### src/design/psrpd_pkg.sv
// Package with the shared types and constants of the per-source rate and port-scan detector.
`timescale 1ns / 1ps
package psrpd_pkg;

  localparam int ADDR_W  = 64;
  localparam int PORT_W  = 16;
  localparam int TIME_W  = 32;
  localparam int COUNT_W = 32;
  localparam int PCNT_W  = 7;   // holds a port count up to the largest slot size
  localparam int CFG_W   = 32;
  localparam int CIDX_W  = 2;

  // Register indexes of the configuration port.
  localparam logic [CIDX_W-1:0] REG_MODE        = 2'd0;
  localparam logic [CIDX_W-1:0] REG_THRESHOLD   = 2'd1;
  localparam logic [CIDX_W-1:0] REG_FIND_WINDOW = 2'd2;
  localparam logic [CIDX_W-1:0] REG_SCOPE_PORT  = 2'd3;

  // Detection modes. The last code has no meaning and ignores every event.
  localparam logic [1:0] MODE_RATE   = 2'd0;
  localparam logic [1:0] MODE_PORTS  = 2'd1;
  localparam logic [1:0] MODE_SCOPED = 2'd2;
  localparam logic [1:0] MODE_OFF    = 2'd3;

  localparam logic [1:0]         RST_MODE        = MODE_RATE;
  localparam logic [COUNT_W-1:0] RST_THRESHOLD   = 32'd20;
  localparam logic [TIME_W-1:0]  RST_FIND_WINDOW = 32'd10;
  localparam logic [PORT_W-1:0]  RST_SCOPE_PORT  = 16'd0;

  typedef enum logic [2:0] {
    OUT_NEW     = 3'd0,
    OUT_RESTART = 3'd1,
    OUT_COUNTED = 3'd2,
    OUT_TRIGGER = 3'd3,
    OUT_SEEN    = 3'd4,
    OUT_IGNORED = 3'd5
  } outcome_t;

  typedef struct packed {
    logic               used;
    logic               ver;
    logic [ADDR_W-1:0]  hi;
    logic [ADDR_W-1:0]  lo;
    logic [TIME_W-1:0]  wstart;
    logic [COUNT_W-1:0] ecnt;
    logic [PCNT_W-1:0]  pcnt;
    logic [TIME_W-1:0]  last;
  } row_t;

  typedef struct packed {
    logic clr;
    logic ld_item;
    logic prb_start;
    logic prb_chk;
    logic evc_chk;
    logic prt_start;
    logic prt_chk;
    logic commit;
  } cmd_t;

  typedef struct packed {
    logic clr_last;
    logic ignored;
    logic prb_hit;
    logic prb_last;
    logic evc_free;
    logic evc_last;
    logic need_ports;
    logic prt_match;
    logic prt_last;
    logic out_busy;
  } status_t;

endpackage

### src/design/psrpd_ctrl.sv
// Controller state machine that sequences lookup, eviction, port scan and update.
`timescale 1ns / 1ps
module psrpd_ctrl (
  input  logic               clk,
  input  logic               rst,
  input  logic               in_valid,
  output logic               in_ready,
  input  psrpd_pkg::status_t st,
  output psrpd_pkg::cmd_t    cmd
);

  typedef enum logic [10:0] {
    S_CLEAR   = 11'b00000000001,
    S_IDLE    = 11'b00000000010,
    S_START   = 11'b00000000100,
    S_PRB_RD  = 11'b00000001000,
    S_PRB_CHK = 11'b00000010000,
    S_EVC_RD  = 11'b00000100000,
    S_EVC_CHK = 11'b00001000000,
    S_DECIDE  = 11'b00010000000,
    S_PRT_RD  = 11'b00100000000,
    S_PRT_CHK = 11'b01000000000,
    S_UPDATE  = 11'b10000000000
  } state_t;

  state_t state, state_next;

  always_ff @(posedge clk) begin
    if (rst) begin
      state <= S_CLEAR;
    end else begin
      state <= state_next;
    end
  end

  always_comb begin
    state_next = state;
    cmd        = '0;
    in_ready   = 1'b0;
    unique case (state)
      S_CLEAR: begin
        cmd.clr = 1'b1;
        if (st.clr_last) state_next = S_IDLE;
      end
      S_IDLE: begin
        in_ready = 1'b1;
        if (in_valid) begin
          cmd.ld_item = 1'b1;
          state_next  = S_START;
        end
      end
      S_START: begin
        if (st.ignored) begin
          state_next = S_UPDATE;
        end else begin
          cmd.prb_start = 1'b1;
          state_next    = S_PRB_RD;
        end
      end
      S_PRB_RD: state_next = S_PRB_CHK;
      S_PRB_CHK: begin
        cmd.prb_chk = 1'b1;
        if (st.prb_hit) state_next = S_DECIDE;
        else if (st.prb_last) state_next = S_EVC_RD;
        else state_next = S_PRB_RD;
      end
      S_EVC_RD: state_next = S_EVC_CHK;
      S_EVC_CHK: begin
        cmd.evc_chk = 1'b1;
        if (st.evc_free || st.evc_last) state_next = S_UPDATE;
        else state_next = S_EVC_RD;
      end
      S_DECIDE: begin
        if (st.need_ports) begin
          cmd.prt_start = 1'b1;
          state_next    = S_PRT_RD;
        end else begin
          state_next = S_UPDATE;
        end
      end
      S_PRT_RD: state_next = S_PRT_CHK;
      S_PRT_CHK: begin
        cmd.prt_chk = 1'b1;
        if (st.prt_match || st.prt_last) state_next = S_UPDATE;
        else state_next = S_PRT_RD;
      end
      S_UPDATE: begin
        if (!st.out_busy) begin
          cmd.commit = 1'b1;
          state_next = S_IDLE;
        end
      end
      default: state_next = S_CLEAR;
    endcase
  end

endmodule

### config.mk
export PLATFORM = sky130hd
export DESIGN_NAME = psrpd_ctrl
export DESIGN_NICKNAME = d
export VERILOG_FILES = /design/src/design/psrpd_pkg.sv /design/src/design/psrpd_ctrl.sv
export SDC_FILE = /design/constraint.sdc
export NUM_CORES = 1
export LEC_CHECK = 0
export BUFFER_PORTS_ARGS = -buffer_cell sky130_fd_sc_hd__buf_2
export CORE_MARGIN = 2
export CORE_UTILIZATION = 46
export DETAILED_ROUTE_END_ITERATION = 10
export HOLD_SLACK_MARGIN = 0.15
export PLACE_DENSITY_LB_ADDON = 0.25
export SYNTH_ARGS = -nofsm -noshare
export SYNTH_HDL_FRONTEND = slang
export SYNTH_SLANG_ARGS = --single-unit
### constraint.sdc
create_clock -name clk -period 1.8 [get_ports clk]
set_input_delay 0.27 -clock clk [delete_from_list [all_inputs] [get_ports clk]]
set_output_delay 0.27 -clock clk [all_outputs]
set_load 0.02 [all_outputs]
==> results.cfg, run 1 <==
[place]
dp_hpwl_mm = 2.023
io_buffers = 21
gp_congestion = 0.8671

[logic_synthesis]
synthesis.nets = 121
syn-cell-area_um2 = 844.6
async_reset_ff_frac = 0
synth_seq_area_share = 0.2607
synth_top_flop_cell = dfxtp_1
synthAdderAreaFrac = 0
synth_xor_area_frac = 0.04148
synth_compound_area_frac = 0.1807
synth_top_area_frac = 0.2607
synth_edf_count = 0
muxShareOfSynthArea = 0
ys_seq_elements = 11
synth_top_family_by_area = simple AND/OR/NAND/NOR gates
synth.distinct_cells = 39
syn_avg_cell_area_um2 = 7.820
synth_top_area_cell = dfxtp_1
synthTopCellsByArea = dfxtp_1 (26%), nor4_1 (5.9%), nor3_1 (5.3%)
synthCells = 108
synthSimpleGateAreaFrac = 0.4444
ys_warn_count = 0

[clocking]
cts_num_sinks = 11
root_buffer = clkbuf_4
clockBufferDepth = 2
cts-hold-fix-buffers = 0
htreeDepth = 1
cts_buffers = 3

[timing]
worstEndpointType = output port
timing.grt.repair.worst_endpoint = cmd[0]

[run_status]
stop_stage = global routing
error_message = [ERROR DPL-0033] detailed placement checks failed during check placement.
outcome = aborted with a tool error

[floorplan]
rows = 15
start_util = 0.4891
die_w_um = 46.85
io_pins = 22
die_y_um = 46.85

[grt]
antenna_found_initial = 0
grt_max_degree = 11
## what timing repair did
| item | in CTS |
|---|---|
| buffers inserted | 18 |
| endpoints found under the setup margin | 15 |
| gates resized for setup | 43 |
| hold endpoints to repair | 0 |
| pin swaps | 12 |
## synthesized netlist by cell type, types with 2 or more instances
master	number
nor2b_1	3
xor2_1	2
a22oi_1	2
nand3b_1	3
a211oi_1	3
or3_1	3
a221oi_1	2
dfxtp_1	11
nor3_1	9
nand3_1	2
o21ai_0	2
inv_1	5
a21oi_1	2
nor3b_1	5
xnor2_1	2
nor2_1	9
nor4_1	8
or4_1	6
clkbuf_1	7
nand2b_1	3
## kinds of logic after synthesis
| family | Yosys count |
|---|---|
| AND/OR/NAND/NOR | 60 |
| AO/OA/AOI/OAI | 19 |
| buffers and inverters | 14 |
| flip-flops | 11 |
| XOR/XNOR | 4 |
## through the flow
step	hold slack (ns)	cell area (um2)	cells	setup WS [ns]
after floorplan	0.4097	944.7	108	-0.1037
after global placement	0.5349	1225	173	-0.1099
after detailed placement	0.5412	1225	173	-0.1246
after CTS	0.2567	1543	195	-0.3261
==> run 2, diff against run 1 <==
CORE_AREA = 2 2 63 65   (was default)
CORE_MARGIN = default   (was 2)
CORE_UTILIZATION = default   (was 46)
DIE_AREA = 0 0 65 67   (was default)
HOLD_SLACK_MARGIN = default   (was 0.15)
PLACE_DENSITY_LB_ADDON = 0.15   (was 0.25)
clock period = 2.34 ns   (was 1.8 ns; I/O delays follow)
==> results.cfg, run 2 <==
[logic_synthesis]
synthTopCellsByArea = dfxtp_1 (26%), nor4_1 (5.9%), nor3_1 (5.3%)
synth.most_common_cell = dfxtp_1
synth_seq_area_share = 0.2607
synthesis.nets = 121
synthCells = 108
syn_avg_cell_area_um2 = 7.820
synth.distinct_cells = 39
synth_edf_count = 0
syn-cell-area_um2 = 844.6
async_reset_ff_frac = 0
synth_top_area_frac = 0.2607
ys_seq_elements = 11
ys_warn_count = 0
synth_top_flop_cell = dfxtp_1
synth_top_area_cell = dfxtp_1
synthTopCellsByCount = dfxtp_1 (11), nor2_1 (9), nor3_1 (9)

[clocking]
clkTransAtPathRegs_ns = 0.06
clock_latency_ns = 0.24
root_buffer = clkbuf_8
clockBufferDepth = 2
post-cts-setup-buffer-count = 0
cts_buffers = 3
htreeDepth = 1
cts-hold-fix-buffers = 0
cts_num_sinks = 11
cts_tree = built

[power_and_ir_drop]
power.total_mw = 0.8073
power_density_nw_per_um2 = 764.4
ir_worst_vdd_mv = 0.2164
p_leak_nw = 0.4073

[finish]
finalNonFillerCells = 174
num-nets-final = 140
seqCellArea_um2 = 225.2
area_growth_pct = 25.04
multi_input_area_um2 = 586.8
reg_top3 = state x11
layout_common_cells = buf_2 (21), nor3_1 (9), nor2_1 (9), dfxtp_1 (7), nor4_1 (6)
largest_register_ffs = 11
layout_commonest_cell = buf_2
drive_above_1_share = 0.3175
regMostFlops = state
diodes = 0
fillCellCount = 399
final_core_util = 0.2929

[critical_path]
crit_family = simple AND/OR/NAND/NOR gates
endpoint_kind = output port
critPathLaunchType = register
max_stage_delay_ns = 0.57
critPathMaxFanout = 8
worstSetupPathType = reg2out
required_ns = 1.99
cpMaxStageDelayCell = or4_4
crit_chain = or4_4, or3_1, nor3_1, buf_2
path_buf_inv = 1
critPathArrivalTime_ns = 1.91

[timing]
tightest_slew_ns = 0.9398
final.setup.tns_ns = 0
setup_viol = 0
fin_ws_ns = 0.07893
timing.final.crit_share = 0.9663
min_period_ns = 2.261
fin_skew_ns = 0.006394
slew_viol_final = 0
rsz0062_at_grt = false
slew-limit-headroom = 0.3692
finalHoldViolations = 0
max_freq_ghz = 0.4423

[grt]
grt_max_degree = 16
grt_pass1_wl_mm = 4.022
antenna_found_initial = 0
grt_pass1_vias = 847
grt_usage = 0.1201
overflow = 0

[floorplan]
die_area_um2 = 4355
rows = 22
die_y_um = 67
io_pins = 22
core_um2 = 3606
start_util = 0.2342
die_w_um = 65

[place]
dp_hpwl_mm = 1.820
gp_congestion = 0.7715
dp_slack_ns = 0.2075
io_buffers = 21
dp_cells = 170

[route]
wl_mm = 2.445
drt_drc_violations_left = 0
wl_per_cell_um = 14.05
postRouteAntennaNets = 0
vias_per_cell = 5.121
dr.pass1.iters = 4
drt_iter0_markers = 30
vias = 891

[hold_path]
hold_path_class = in2reg

[run]
drv_cap = 0

[run_status]
outcome = complete, no violations
[run 2: cell counts after synthesis]
Identical to the previous run, type by type.
[run 2: cell families (layout without fill, tap and decap cells)]
kind of cell | Yosys count | after routing | synth area share
AND/OR/NAND/NOR | 60 | 60 | 0.4445
AO/OA/AOI/OAI | 19 | 19 | 0.1807
buffers and inverters | 14 | 32 | 0.07259
flip-flops | 11 | 11 | 0.2607
XOR/XNOR | 4 | 4 | 0.04149
[run 2: layout make-up]
cell class,count,share of cell area
inverters,5,0.01777
repair buffers,23,0.1137
multi-input cells,83,0.5557
flip-flops and latches,11,0.2133
well taps,48,0.05687
clock buffers,4,0.04265
[run 2: worst paths after layout]
kind	from	end	slack [ns]	cells after the start
worst max-delay path	state[4]$_SDFFE_PP0P_	cmd[5]	0.08	4
worst min-delay path	st[7]	state[7]$_SDFFE_PP0P_	0.37	3
worst max register to register	state[6]$_SDFFE_PP0P_	state[10]$_SDFFE_PP0P_	0.31	4
worst min register to register	state[8]$_SDFFE_PP0P_	state[9]$_SDFFE_PP0P_	0.55	2
[run 2: through the flow]
stage               hold WS [ns]  area, um2
global placement          0.5759      982.2
CTS                       0.3760       1044
global route              0.3985       1056
floorplan                 0.4907      844.6
detailed placement        0.5726      982.2
finish                    0.3714       1056
[run 2: report_power, final]
group / internal, mW / total [mW] / switching [mW]
clock: 0.120 / 0.200 / 0.0799
sequential: 0.206 / 0.233 / 0.0268
combinational: 0.171 / 0.374 / 0.203
total: 0.497 / 0.807 / 0.310
[run 2: layer usage]
layer  share of wire  vias up  global-route usage
li1                -      450                   -
met1            0.48      419              0.1646
met2            0.48       20              0.1894
met3           0.029        2             0.02027
met4           0.013        0             0.03989
met5               0        -                   0
[run 2: worst reg2reg max path, delay by kind of cell (launching register included)]
family           cells  cell delay (ns)
AO/OA/AOI/OAI        2             0.94
XOR/XNOR             1             0.18
flip-flops           1             0.67
AND/OR/NAND/NOR      1             0.07
[run 2: repair_timing]
action	in CTS	in global routing
gates resized for setup	3	6
gates cloned	0	0
setup endpoints to repair	3	6
Power figures use the tool's default switching activity.
==> run 3, diff against run 2 <==
clock period = 2.7 ns   (was 2.34 ns; I/O delays follow)
==> results.cfg, run 3 (same netlist as run 2, synthesis figures left out) <==
[run_status]
outcome = complete, no violations

[power_and_ir_drop]
power_density_nw_per_um2 = 667.1
ir_worst_vdd_mv = 0.2982
p_leak_nw = 0.4003

[route]
wl_per_cell_um = 14.36
dr.pass1.iters = 4
vias_per_cell = 5.289
drt_drc_violations_left = 0
drt_iter0_markers = 33
vias = 915
wl_mm = 2.484
postRouteAntennaNets = 0

[hold_path]
holdPathStages = 3
hold_end = state[7]$_SDFFE_PP0P_
hold_path_class = in2reg
min_from = st[7]

[grt]
grt_max_degree = 16
met3_usage = 0.03041
use_met2 = 0.1830
grt_usage = 0.1228
met1_usage = 0.1592
grt_pass1_vias = 829
overflow = 0
grt-busiest-layer = met2
antenna_found_initial = 0
grt_pass1_wl_mm = 3.953

[clocking]
post-cts-setup-buffer-count = 0
root_buffer = clkbuf_8
htreeDepth = 1
cts_resized = 0
cts_tree = built
cts_num_sinks = 11
clkTransAtPathRegs_ns = 0.06
clockBufferDepth = 2
clock_latency_ns = 0.24
cts-hold-fix-buffers = 0
cts_buffers = 3

[critical_path]
critPathMaxFanout = 8
worstSetupPathType = reg2out
worstReg2RegEnd = state[1]$_SDFFE_PP0P_
endpoint_kind = output port
path_buf_inv = 1
reg2reg_slack_ns = 0.63
crit_family = simple AND/OR/NAND/NOR gates
reg2reg_depth = 4
cpMaxStageDelayCell = or4_1
critPathLaunchType = register
critPathArrivalTime_ns = 2.09
crit_chain = or4_1, or3_1, nor3_1, buf_2
r2r-start = state[4]$_SDFFE_PP0P_
required_ns = 2.30
max_stage_delay_ns = 0.65

[place]
io_buffers = 21
dp_hpwl_mm = 1.863
gp_congestion = 0.8305

[finish]
reg_top3 = state x11
fillCellCount = 397
layout_common_cells = buf_2 (21), dfxtp_1 (11), nor3_1 (9), nor2_1 (9), nor4_1 (8)
area_growth_pct = 20.74
regMostFlops = state
drive_above_1_share = 0.2400
diodes = 0
layout_commonest_cell = buf_2
largest_register_ffs = 11
num-nets-final = 139
final_core_util = 0.2828

[floorplan]
die_w_um = 65
die_area_um2 = 4355
die_y_um = 67
start_util = 0.2342
core_um2 = 3606
rows = 22
io_pins = 22

[run]
drv_cap = 0

[timing]
rsz0062_at_grt = false
slew-limit-headroom = 0.3796
final.setup.tns_ns = 0
finalHoldViolations = 0
setup_viol = 0
max_freq_ghz = 0.4014
slew_viol_final = 0
min_period_ns = 2.491
timing.final.crit_share = 0.9226
fin_skew_ns = 0.001750
tightest_slew_ns = 0.9244
==> run 3: cell types whose count changed in the layout (fill, tap and decap cells not counted), moves of 2 or more <==
cell     before  now
dfxtp_2       4    0
nor4_1        6    8
or4_4         3    0
dfxtp_1       7   11
or4_1         3    6
nor4_2        3    1
==> run 3: where the power goes <==
part / internal [mW] / switching (mW)
logic: 0.134 / 0.171
registers: 0.179 / 0.0209
clock network: 0.104 / 0.0709
==> run 3: cell type report <==
| type | instances | area [um2] | share of cell area |
|---|---|---|---|
| clock buffers | 4 | 45.04 | 0.04417 |
| inverters | 5 | 18.77 | 0.01840 |
| well taps | 48 | 60.06 | 0.05890 |
| repair buffers | 22 | 112.6 | 0.1104 |
| multi-input cells | 83 | 563.0 | 0.5521 |
| flip-flops and latches | 11 | 220.2 | 0.2160 |
==> run 3: through the flow <==
step / hold WS (ns) / std cells / area [um2] / power [mW] / setup slack, ns
6_report: 0.4214 / 173 / 1020 / 0.6802 / 0.2089
4_1_cts: 0.4150 / 173 / 1020 / 0.6854 / 0.2117
2_1_floorplan: 0.5076 / 108 / 844.6 / 0.4308 / 0.4494
3_5_place_dp: 0.5500 / 169 / 974.7 / 0.5079 / 0.4880
3_3_place_gp: 0.5662 / 169 / 974.7 / 0.5169 / 0.5038
5_1_grt: 0.4607 / 173 / 1020 / 0.7295 / 0.1446
==> run 3: tightest hold or removal path: cells and delay by family <==
family / cells / cell delay (ns)
and+or+nand+nor: 1 / 0.05
buffers and inverters: 2 / 0.16
==> run 3: how the worst max path moves through the flow <==
stage,endpoint,from,slack [ns],depth (start not counted)
6_report,cmd[5],state[4]$_SDFFE_PP0P_,0.21,4
2_1_floorplan,cmd[5],state[7]$_SDFFE_PP0P_,0.45,5
3_5_place_dp,cmd[5],state[4]$_SDFFE_PP0P_,0.49,4
4_1_cts,cmd[5],state[4]$_SDFFE_PP0P_,0.21,4
3_3_place_gp,cmd[5],state[4]$_SDFFE_PP0P_,0.50,4
5_1_grt,cmd[5],state[4]$_SDFFE_PP0P_,0.14,4
==> run 3: layer usage <==
layer	vias to the layer above	wire, um
met3	7	124
met1	424	1143
met2	35	1139
met5	-	0
li1	449	-
met4	0	76
